File: config.mk
export PLATFORM = sky130hd
export DESIGN_NAME = integer_to_ascii_formatter_flat
export DESIGN_NICKNAME = d
export VERILOG_FILES = /design/src/i2a_pkg.sv /design/src/i2a_if.sv /design/src/i2a_conv.sv /design/src/i2a_emit.sv /design/src/integer_to_ascii_formatter.sv /design/src/flat_wrapper.sv
export SDC_FILE = /design/constraint.sdc
export NUM_CORES = 1
export LEC_CHECK = 0
export BUFFER_PORTS_ARGS = -buffer_cell sky130_fd_sc_hd__buf_2
export CAP_MARGIN = 20
export CELL_PAD_IN_SITES_DETAIL_PLACEMENT = 0
export CELL_PAD_IN_SITES_GLOBAL_PLACEMENT = 1
export CORE_ASPECT_RATIO = 0.5
export CORE_MARGIN = 5
export CORE_UTILIZATION = 50
export DETAILED_ROUTE_END_ITERATION = 8
export PLACE_DENSITY = 0.92
export SLEW_MARGIN = 30
export SYNTH_ARGS = -nofsm -noshare
export SYNTH_HDL_FRONTEND = slang
export SYNTH_HIERARCHICAL = 1
export SYNTH_SLANG_ARGS = --single-unit
File: constraint.sdc
create_clock -name clock -period 4.6 [get_ports clock]
set_input_delay 0.92 -clock clock [delete_from_list [all_inputs] [get_ports clock]]
set_output_delay 0.92 -clock clock [all_outputs]
set_load 0.01 [all_outputs]
File: src/i2a_pkg.sv
// i2a_pkg: shared types, constants and the digit table of the integer to ascii formatter
// no dependencies; used by every file under src

package i2a_pkg;

   // operand and digit geometry
   localparam int BIN_WIDTH  = 32;
   localparam int NUM_DIGITS = 10;
   localparam int BCD_WIDTH  = 4 * NUM_DIGITS;
   localparam int CNT_WIDTH  = 6;
   localparam int IDX_WIDTH  = 4;

   // mode codes
   localparam logic [1:0] MODE_SIGNED   = 2'd0;
   localparam logic [1:0] MODE_UNSIGNED = 2'd1;
   localparam logic [1:0] MODE_HEX      = 2'd2;

   // fixed characters
   localparam logic [7:0] CHAR_ZERO  = 8'h30;
   localparam logic [7:0] CHAR_X     = 8'h78;
   localparam logic [7:0] CHAR_MINUS = 8'h2D;
   localparam logic [7:0] CHAR_SPACE = 8'h20;

   // command into the converter
   typedef struct packed {
      logic                 start;
      logic                 hex;
      logic                 neg;
      logic [BIN_WIDTH-1:0] mag;
   } conv_cmd_type;

   // digits handed from converter to emitter
   typedef struct packed {
      logic                 done;
      logic                 hex;
      logic                 neg;
      logic [BCD_WIDTH-1:0] digits;
   } conv_out_type;

   // emitter sequencer states
   typedef enum logic [2:0] {
      EM_IDLE,
      EM_SIGN,
      EM_ZERO,
      EM_X,
      EM_SKIP,
      EM_DIGIT,
      EM_SPACE
   } emit_state_type;

   // ascii code of one hex or decimal digit, upper case
   function automatic logic [7:0] digit_char(input logic [3:0] d);
      logic [7:0] c;
      case (d)
         4'h0: c = 8'h30;
         4'h1: c = 8'h31;
         4'h2: c = 8'h32;
         4'h3: c = 8'h33;
         4'h4: c = 8'h34;
         4'h5: c = 8'h35;
         4'h6: c = 8'h36;
         4'h7: c = 8'h37;
         4'h8: c = 8'h38;
         4'h9: c = 8'h39;
         4'hA: c = 8'h41;
         4'hB: c = 8'h42;
         4'hC: c = 8'h43;
         4'hD: c = 8'h44;
         4'hE: c = 8'h45;
         default: c = 8'h46;
      endcase
      return c;
   endfunction

endpackage

File: src/i2a_if.sv
// i2a_req_if and i2a_rsp_if: valid/ready channels of the formatter
// depends on i2a_pkg for the operand width

interface i2a_req_if;
   logic                          valid;
   logic                          ready;
   logic [i2a_pkg::BIN_WIDTH-1:0] value;
   logic [1:0]                    mode;

   modport source (output valid, value, mode, input ready);
   modport sink   (input valid, value, mode, output ready);
endinterface

interface i2a_rsp_if;
   logic       valid;
   logic       ready;
   logic [7:0] char_code;
   logic       last;

   modport source (output valid, char_code, last, input ready);
   modport sink   (input valid, char_code, last, output ready);
endinterface

File: src/i2a_conv.sv
// i2a_conv: bit-serial binary to bcd converter (shift and add-3), hex passes straight
// depends on i2a_pkg

module i2a_conv (
   input  logic                  clock,
   input  logic                  reset,
   input  i2a_pkg::conv_cmd_type cmd,
   output logic                  idle,
   output i2a_pkg::conv_out_type res
);

   logic                              busy_ff, busy_in;
   logic                              done_ff, done_in;
   logic [i2a_pkg::CNT_WIDTH-1:0]     cnt_ff, cnt_in;
   logic [i2a_pkg::BIN_WIDTH-1:0]     bin_ff, bin_in;
   logic [i2a_pkg::BCD_WIDTH-1:0]     bcd_ff, bcd_in;
   logic                              hex_ff, hex_in;
   logic                              neg_ff, neg_in;
   logic [i2a_pkg::BCD_WIDTH-1:0]     adj;

   // add 3 to every bcd digit of 5 or more before the shift
   always_comb begin
      for (int i = 0; i < i2a_pkg::NUM_DIGITS; i++) begin
         if (bcd_ff[4*i +: 4] >= 4'd5) begin
            adj[4*i +: 4] = bcd_ff[4*i +: 4] + 4'd3;
         end else begin
            adj[4*i +: 4] = bcd_ff[4*i +: 4];
         end
      end
   end

   // load, shift one bit per cycle, flag completion
   always_comb begin
      busy_in = busy_ff;
      done_in = 1'b0;
      cnt_in  = cnt_ff;
      bin_in  = bin_ff;
      bcd_in  = bcd_ff;
      hex_in  = hex_ff;
      neg_in  = neg_ff;
      if (cmd.start) begin
         hex_in = cmd.hex;
         neg_in = cmd.neg;
         if (cmd.hex) begin
            bcd_in  = {{(i2a_pkg::BCD_WIDTH - i2a_pkg::BIN_WIDTH){1'b0}}, cmd.mag};
            done_in = 1'b1;
         end else begin
            bin_in  = cmd.mag;
            bcd_in  = '0;
            cnt_in  = i2a_pkg::CNT_WIDTH'(i2a_pkg::BIN_WIDTH);
            busy_in = 1'b1;
         end
      end else if (busy_ff) begin
         bcd_in = {adj[i2a_pkg::BCD_WIDTH-2:0], bin_ff[i2a_pkg::BIN_WIDTH-1]};
         bin_in = {bin_ff[i2a_pkg::BIN_WIDTH-2:0], 1'b0};
         cnt_in = cnt_ff - 1'b1;
         if (cnt_ff == i2a_pkg::CNT_WIDTH'(1)) begin
            busy_in = 1'b0;
            done_in = 1'b1;
         end
      end
   end

   // control registers
   always_ff @(posedge clock) begin
      if (reset) begin
         busy_ff <= 1'b0;
         done_ff <= 1'b0;
         cnt_ff  <= '0;
      end else begin
         busy_ff <= busy_in;
         done_ff <= done_in;
         cnt_ff  <= cnt_in;
      end
   end

   // datapath registers
   always_ff @(posedge clock) begin
      bin_ff <= bin_in;
      bcd_ff <= bcd_in;
      hex_ff <= hex_in;
      neg_ff <= neg_in;
   end

   assign idle       = !busy_ff && !done_ff;
   assign res.done   = done_ff;
   assign res.hex    = hex_ff;
   assign res.neg    = neg_ff;
   assign res.digits = bcd_ff;

endmodule

File: src/i2a_emit.sv
// i2a_emit: character sequencer, shifts digits out one nibble per cycle into an output register
// while that register is free or being taken; depends on i2a_pkg and i2a_rsp_if

module i2a_emit (
   input  logic                  clock,
   input  logic                  reset,
   input  i2a_pkg::conv_out_type res,
   output logic                  idle,
   i2a_rsp_if.source             rsp_item
);

   i2a_pkg::emit_state_type          state_ff, state_in;
   logic [i2a_pkg::BCD_WIDTH-1:0]    digit_ff, digit_in;
   logic [i2a_pkg::IDX_WIDTH-1:0]    idx_ff, idx_in;
   logic                             out_valid_ff, out_valid_in;
   logic [7:0]                       char_ff, char_in;
   logic                             last_ff, last_in;
   logic                             load;
   logic [3:0]                       top_digit;
   logic                             final_digit;

   assign load        = !out_valid_ff || rsp_item.ready;
   assign top_digit   = digit_ff[i2a_pkg::BCD_WIDTH-1 -: 4];
   assign final_digit = (idx_ff == i2a_pkg::IDX_WIDTH'(i2a_pkg::NUM_DIGITS - 1));

   // next state, digit shifting and output register load
   always_comb begin
      state_in     = state_ff;
      digit_in     = digit_ff;
      idx_in       = idx_ff;
      char_in      = char_ff;
      last_in      = last_ff;
      out_valid_in = out_valid_ff && !rsp_item.ready;
      case (state_ff)
         i2a_pkg::EM_IDLE: begin
            if (res.done) begin
               digit_in = res.digits;
               idx_in   = '0;
               if (res.hex) begin
                  state_in = i2a_pkg::EM_ZERO;
               end else if (res.neg) begin
                  state_in = i2a_pkg::EM_SIGN;
               end else begin
                  state_in = i2a_pkg::EM_SKIP;
               end
            end
         end
         i2a_pkg::EM_SIGN: begin
            if (load) begin
               char_in      = i2a_pkg::CHAR_MINUS;
               last_in      = 1'b0;
               out_valid_in = 1'b1;
               state_in     = i2a_pkg::EM_SKIP;
            end
         end
         i2a_pkg::EM_ZERO: begin
            if (load) begin
               char_in      = i2a_pkg::CHAR_ZERO;
               last_in      = 1'b0;
               out_valid_in = 1'b1;
               state_in     = i2a_pkg::EM_X;
            end
         end
         i2a_pkg::EM_X: begin
            if (load) begin
               char_in      = i2a_pkg::CHAR_X;
               last_in      = 1'b0;
               out_valid_in = 1'b1;
               state_in     = i2a_pkg::EM_SKIP;
            end
         end
         // drop leading zeros, keeping at least the final digit
         i2a_pkg::EM_SKIP: begin
            if (top_digit == 4'd0 && !final_digit) begin
               digit_in = {digit_ff[i2a_pkg::BCD_WIDTH-5:0], 4'd0};
               idx_in   = idx_ff + 1'b1;
            end else begin
               state_in = i2a_pkg::EM_DIGIT;
            end
         end
         i2a_pkg::EM_DIGIT: begin
            if (load) begin
               char_in      = i2a_pkg::digit_char(top_digit);
               last_in      = 1'b0;
               out_valid_in = 1'b1;
               digit_in     = {digit_ff[i2a_pkg::BCD_WIDTH-5:0], 4'd0};
               idx_in       = idx_ff + 1'b1;
               if (final_digit) begin
                  state_in = i2a_pkg::EM_SPACE;
               end
            end
         end
         i2a_pkg::EM_SPACE: begin
            if (load) begin
               char_in      = i2a_pkg::CHAR_SPACE;
               last_in      = 1'b1;
               out_valid_in = 1'b1;
               state_in     = i2a_pkg::EM_IDLE;
            end
         end
         default: begin
            state_in = i2a_pkg::EM_IDLE;
         end
      endcase
   end

   // control registers
   always_ff @(posedge clock) begin
      if (reset) begin
         state_ff     <= i2a_pkg::EM_IDLE;
         out_valid_ff <= 1'b0;
      end else begin
         state_ff     <= state_in;
         out_valid_ff <= out_valid_in;
      end
   end

   // payload registers
   always_ff @(posedge clock) begin
      digit_ff <= digit_in;
      idx_ff   <= idx_in;
      char_ff  <= char_in;
      last_ff  <= last_in;
   end

   assign idle               = (state_ff == i2a_pkg::EM_IDLE);
   assign rsp_item.valid     = out_valid_ff;
   assign rsp_item.char_code = char_ff;
   assign rsp_item.last      = last_ff;

endmodule

File: src/integer_to_ascii_formatter.sv
// integer_to_ascii_formatter: top level, decodes the mode and joins converter and emitter
// depends on i2a_pkg, i2a_if, i2a_conv and i2a_emit

// Each item is a 32-bit value and a mode (0 signed decimal, 1 unsigned decimal, 2 or 3 hex);
// the block answers with 2 to 12 character items, sign or "0x" prefix first, then the digits
// most significant first without leading zeros, then one space flagged as last. A decimal
// item passes through the one-bit-per-cycle bcd converter, a hex item goes straight through;
// the emitter then drops the leading zeros and sends each character to the output register.
// The next item is taken once the last character sits in the output register, while it
// still waits to be taken.

module integer_to_ascii_formatter (
   input  logic      clock,
   input  logic      reset,
   i2a_req_if.sink   req_item,
   i2a_rsp_if.source rsp_item
);

   i2a_pkg::conv_cmd_type cmd;
   i2a_pkg::conv_out_type conv_res;
   logic                  conv_idle;
   logic                  emit_idle;
   logic                  neg;

   // take an item only when both stages are free
   assign req_item.ready = conv_idle && emit_idle;

   // sign and magnitude decode
   assign neg       = (req_item.mode == i2a_pkg::MODE_SIGNED)
                      && req_item.value[i2a_pkg::BIN_WIDTH-1];
   assign cmd.start = req_item.valid && req_item.ready;
   assign cmd.hex   = req_item.mode[1];
   assign cmd.neg   = neg;
   assign cmd.mag   = neg ? (~req_item.value + 1'b1) : req_item.value;

   i2a_conv u_conv (
      .clock (clock),
      .reset (reset),
      .cmd   (cmd),
      .idle  (conv_idle),
      .res   (conv_res)
   );

   i2a_emit u_emit (
      .clock    (clock),
      .reset    (reset),
      .res      (conv_res),
      .idle     (emit_idle),
      .rsp_item (rsp_item)
   );

endmodule

File: src/flat_wrapper.sv
// flat-port wrapper written by rule: the top's interface ports become plain ports
module integer_to_ascii_formatter_flat 
  (clock, reset, req_item_valid, req_item_value, req_item_mode, req_item_ready, rsp_item_valid, rsp_item_char_code, rsp_item_last, rsp_item_ready);
  i2a_req_if req_item_i ();
  i2a_rsp_if rsp_item_i ();
  input  logic clock;
  input  logic reset;
  input wire logic [$bits(req_item_i.valid)-1:0] req_item_valid;
  input wire logic [$bits(req_item_i.value)-1:0] req_item_value;
  input wire logic [$bits(req_item_i.mode)-1:0] req_item_mode;
  output wire logic [$bits(req_item_i.ready)-1:0] req_item_ready;
  output wire logic [$bits(rsp_item_i.valid)-1:0] rsp_item_valid;
  output wire logic [$bits(rsp_item_i.char_code)-1:0] rsp_item_char_code;
  output wire logic [$bits(rsp_item_i.last)-1:0] rsp_item_last;
  input wire logic [$bits(rsp_item_i.ready)-1:0] rsp_item_ready;
  assign req_item_i.valid = req_item_valid;
  assign req_item_i.value = req_item_value;
  assign req_item_i.mode = req_item_mode;
  assign req_item_ready = req_item_i.ready;
  assign rsp_item_valid = rsp_item_i.valid;
  assign rsp_item_char_code = rsp_item_i.char_code;
  assign rsp_item_last = rsp_item_i.last;
  assign rsp_item_i.ready = rsp_item_ready;
  integer_to_ascii_formatter u_core (.clock(clock), .reset(reset), .req_item(req_item_i), .rsp_item(rsp_item_i));
endmodule
# After elaboration in Yosys (flattened, before gate mapping)
# Memories as Yosys holds them, arrays and structs flattened. A register that Yosys moved wholly into a read port is not among the register bits.
# Index checks and enable logic that the tools add are counted.
dict set report totals {
  memories 1
  output_inout_bits 11
  romBits 112
  regBits 139
  elab_cells 143
}
dict set report classes {
  bitwise 1
  muxes 58
  magnitude_cmp 10
  eq_ne 20
  addsub 13
  reduce_logical 27
}
# memory words word_bits rd rd_ports_with_merged_regs write_ports line
set memory_table {}
lappend memory_table {{(name not given)} 16 7 1 1 0 i2a_pkg.sv:54} ;# case (d)
# op count
set op_table {}
lappend op_table {{$mux 40} 5}
lappend op_table {{$mux 32} 5}
lappend op_table {{$pmux 40 s3} 1}
lappend op_table {{$mux 4} 13}
lappend op_table {{$ge 4x3->1 const B} 10}
lappend op_table {{$mux 8} 5}
lappend op_table {{$pmux 8 s5} 1}
lappend op_table {{$add 4x2->4 const B} 9}
lappend op_table {{$add 32x1->32 const B} 1}
lappend op_table {{$not 32->32} 1}
lappend op_table {{$mux 3} 10}
lappend op_table {{$ne 2x2->1 const B} 10}
lappend op_table {{$mux 6} 3}
lappend op_table {{$pmux 3 s6} 1}
lappend op_table {{$mux 1} 12}
lappend op_table {{$pmux 4 s3} 1}
lappend op_table {{$eq 3x3->1 const B} 3}
lappend op_table {{$reduce_and 7->1} 1}
lappend op_table {{$eq 3x2->1 const B} 2}
lappend op_table {{$eq 6x1->1 const B} 1}
lappend op_table {{$logic_and 1x1->1} 6}
lappend op_table {{$reduce_and 6->1} 1}
lappend op_table {{$sub 6x1->6 const B} 1}
lappend op_table {{$logic_not 1->1} 5}
lappend op_table {{19 further kinds} 21}

# Depth between registers and ports, before layout
dict set report logic_depth {
  ltp_word 6
  mapped_depth 13
  depth_no_buf 12
}

# Hierarchy
# Netlist, hierarchy kept.
# mod area_each_um2 cells_each n_inst
set by_module_without_submodules {}
lappend by_module_without_submodules {i2a_conv 4331.7 364 1}
lappend by_module_without_submodules {i2a_emit 2925.3 282 1}
lappend by_module_without_submodules {integer_to_ascii_formatter 775.7 103 1}

# Worst setup path after synthesis
# Ideal clock, no wire load.
dict set report synth_timing {
  path_type {in2reg}
  start {input port rsp_item_ready}
  end {register (tool-made name)}
  t_arrival_ns 3.020
  setup_ns 0.072
  path_slack_ns 1.508
  cell_stages 11
  path_cell_list {nand2b_1 a2bb2oi_1 or3_1 buf_6 inv_6 mux2_2 ha_1 nand2_1 o21ai_0 a21oi_1 a2bb2oi_1}
}
# element line
set synth_lines {}
lappend synth_lines {{from (decl)} flat_wrapper.sv:15} ;# input wire logic [$bits(rsp_item_i.ready)-1:0] rsp_item_ready;

==> metrics.cfg <==
[run_status]
status=finished clean

[route]
drt_wl_total_um=15890
post-route-drc-count=0
first_pass_iters=5
wire_per_inst_um=15.91
num_vias=5554
ant_nets=0
drt_iter0_markers=460
vias_per_cell=5.560

[logic_synthesis]
syn_nets=813
yosys.area.top_type=edfxtp_1
synth_area_leaders=edfxtp_1, mux2_2, nand2_1
netlist_instances=749
synth_enable_flop_cells=126
netlist_top_cells_count=edfxtp_1, nand2_1, mux2_2, o21ai_0, nor2_1
synth_area_um2=8033
synthArstFlopShare_pct=0
synth_seq_cells=144
yosysMostFrequentCell=edfxtp_1
syn_area_per_cell_um2=10.72
ys.flop_type=edfxtp_1
synth.top_cell.area_share_pct=47.10
yosysSeqAreaShare_pct=51.59
yosysWarnings=6
ys_types=67

[finish]
fill_cells=1279
stdcell_count=999
fin_nets=846
n_antenna_cell=0
ff_latch_area_um2=4144
multiInputGateArea_um2=3563
drive_above_1_share_pct=19.50
final_util_pct=57.50
area_growth_pct=11.48

[global_route]
grt_pass1_wl_um=26540
grt-ovfl-total=0
antenna_found_initial=0
grt_pass1_vias=5375
grt_start_max_net_pins=77
grt_usage_pct=17.48

[die]
fp.dieArea_um2=18850
coreArea_um2=15570
die_w_um=189.3
initial_core_util_pct=51.57
num_io_pins=49
core.rowCount=32
dieHeight_um=99.63

[placement]
place.gp.congestion=0.8085
port_buffers=47
hpwlAfterDp_um=10800
dp.cells=967

[setup_path]
worstPathArrival_ns=3.56
path_cells=nor2_1, a2bb2oi_1, or3_1, inv_6, mux2_2, ha_1, nand2_1, o21ai_0, a21oi_1, a2bb2oi_1
slowest_delay_ns=0.69
cp_slowest_cell=dfxtp_1
path_max_fanout=48
cp_common_cell=a2bb2oi_1
reg2regPathDepth=10
crit_type=reg -> reg
required_ns=4.94
start_kind=register
crit_path_end_kind=register

[power]
leakagePower_nw=3.379
vdd_drop_max_uv=362.7
p_per_area_nw_per_um2=701.8

[clock_tree]
cts_buffers=17
cts_setup_buffers=0
cts_root_buffer=clkbuf_16
cts_max_level=4
post_cts_resized=0
ctsHoldBuffers=0
clock_latency_ns=0.42
cts_tree=done
cts_buffer_depth=2
cts_sinks=144
path_clk_slew_ns=0.06

[timing]
clock_skew_ns=0.008439
max_clock_freq_mhz=311.0
slew_headroom_pct=49.23
drv_slew=0
tightestPinTransition_ns=0.7607
fin_hold_ws_ns=0.5116
setup_violations=0
tns_ns=0
fin_crit_sh_pct=69.90
post-route-min-period_ns=3.216
hold_viol_final=0
grt_setup_unrepaired=false

[min_path]
worstHoldPathCells=2
min_path_type=reg -> reg

[run]
max_cap_violations=0

==> per-stage QoR <==
stage	setup slack, ns	power [W]	instance area (um^2)
detailed placement	1.047	0.004938	8383
global placement	1.145	0.004820	8383
CTS	1.325	0.006303	8955
floorplan	1.508	0.004400	8033
global route	1.128	0.006712	8955
finish	1.384	0.006284	8955
==> power breakdown <==
group | internal, W | switching, W
logic | 0.000944 | 0.00130
registers | 0.00232 | 0.000381
clock network | 0.000798 | 0.000543
total | 0.00406 | 0.00222
==> metal layers <==
metal | global-route usage, % | up-vias | wire length [um] | share of wire [%]
met5 | 0 | - | 0 | 0
met4 | 5.667 | 0 | 219 | 1.4
met3 | 4.383 | 13 | 757 | 4.8
met2 | 26.51 | 143 | 7016 | 44
met1 | 24.84 | 2646 | 7898 | 50
li1 | - | 2752 | - | -
==> state kept, by name, indices dropped and copies added (netlist names), named ones only <==
name / flops
u_core/u_conv/bcd_ff: 40
u_core/u_conv/bin_ff: 32
u_core/u_conv/busy_ff: 1
u_core/u_conv/cnt_ff: 6
u_core/u_conv/done_ff: 1
u_core/u_conv/hex_ff: 1
u_core/u_conv/neg_ff: 1
u_core/u_emit/digit_ff: 40
u_core/u_emit/idx_ff: 4
u_core/u_emit/rsp_item.char_code: 7
u_core/u_emit/rsp_item.last: 1
u_core/u_emit/rsp_item.valid: 1
u_core/u_emit/state_ff: 3
==> path summary, 6_finish.rpt <==
path                                                        startpoint                              endpoint  slack, ns
worst max-delay path            u_core/u_emit/state_ff[2]$_SDFFE_PP0P_                              register       1.38
worst min-delay path              u_core/u_emit/digit_ff[14]$_DFFE_PN_  u_core/u_emit/digit_ff[18]$_DFFE_PN_       0.51
worst max register to register  u_core/u_emit/state_ff[2]$_SDFFE_PP0P_                              register       1.38
worst min register to register    u_core/u_emit/digit_ff[14]$_DFFE_PN_  u_core/u_emit/digit_ff[18]$_DFFE_PN_       0.51
==> final cells by class <==
type	instances	area share, %
tap	204	2.850
sequential	144	46.28
clock inverter	13	1.551
multi-input combinational	530	39.79
timing repair buffer	53	3.130
inverter	36	1.565
clock buffer	19	4.834
==> critical path, delay by kind of cell (launching register included) <==
kind,cells,cell delay [ns]
AND/OR/NAND/NOR,3,0.77
flip-flops,1,0.69
AO/OA/AOI/OAI,4,0.60
multiplexers,1,0.39
buffers and inverters,1,0.38
adder cells (fa/ha/maj),1,0.31
==> placed cells by master (no fill, tap or decap), types with 3 or more instances in the layout <==
cell type   instances
edfxtp_1          126
nand2_1           115
buf_2              47
o21ai_0            44
mux2_2             44
nor2_1             38
nand3_1            36
inv_1              35
a21oi_1            33
xnor2_1            32
ha_1               26
xor2_1             22
dfxtp_1            18
clkbuf_16          17
o31ai_1            16
nand2b_1           16
nor3_1              9
and2_1              8
nor3b_1             8
buf_4               6
clkinvlp_4          5
a31oi_1             5
or3_1               5
nor2b_1             5
o41ai_1             4
clkinv_2            3
inv_6               3
nor3_2              3
a211oi_1            3
a2bb2oi_1           3
mux2i_1             3
==> logic make-up (layout without fill, tap and decap cells) <==
| group | after synthesis | after routing | share of synthesized area [%] |
|---|---|---|---|
| AO/OA/AOI/OAI | 129 | 129 | 10.11 |
| XOR/XNOR | 54 | 54 | 5.888 |
| adder cells (fa/ha/maj) | 26 | 26 | 4.050 |
| buffers and inverters | 75 | 121 | 4.143 |
| flip-flops | 144 | 144 | 51.59 |
| multiplexers | 48 | 48 | 6.729 |
| other | 1 | 1 | 0.04668 |
| AND/OR/NAND/NOR | 272 | 272 | 17.45 |
No activity file was read; power rests on OpenSTA's default activity.
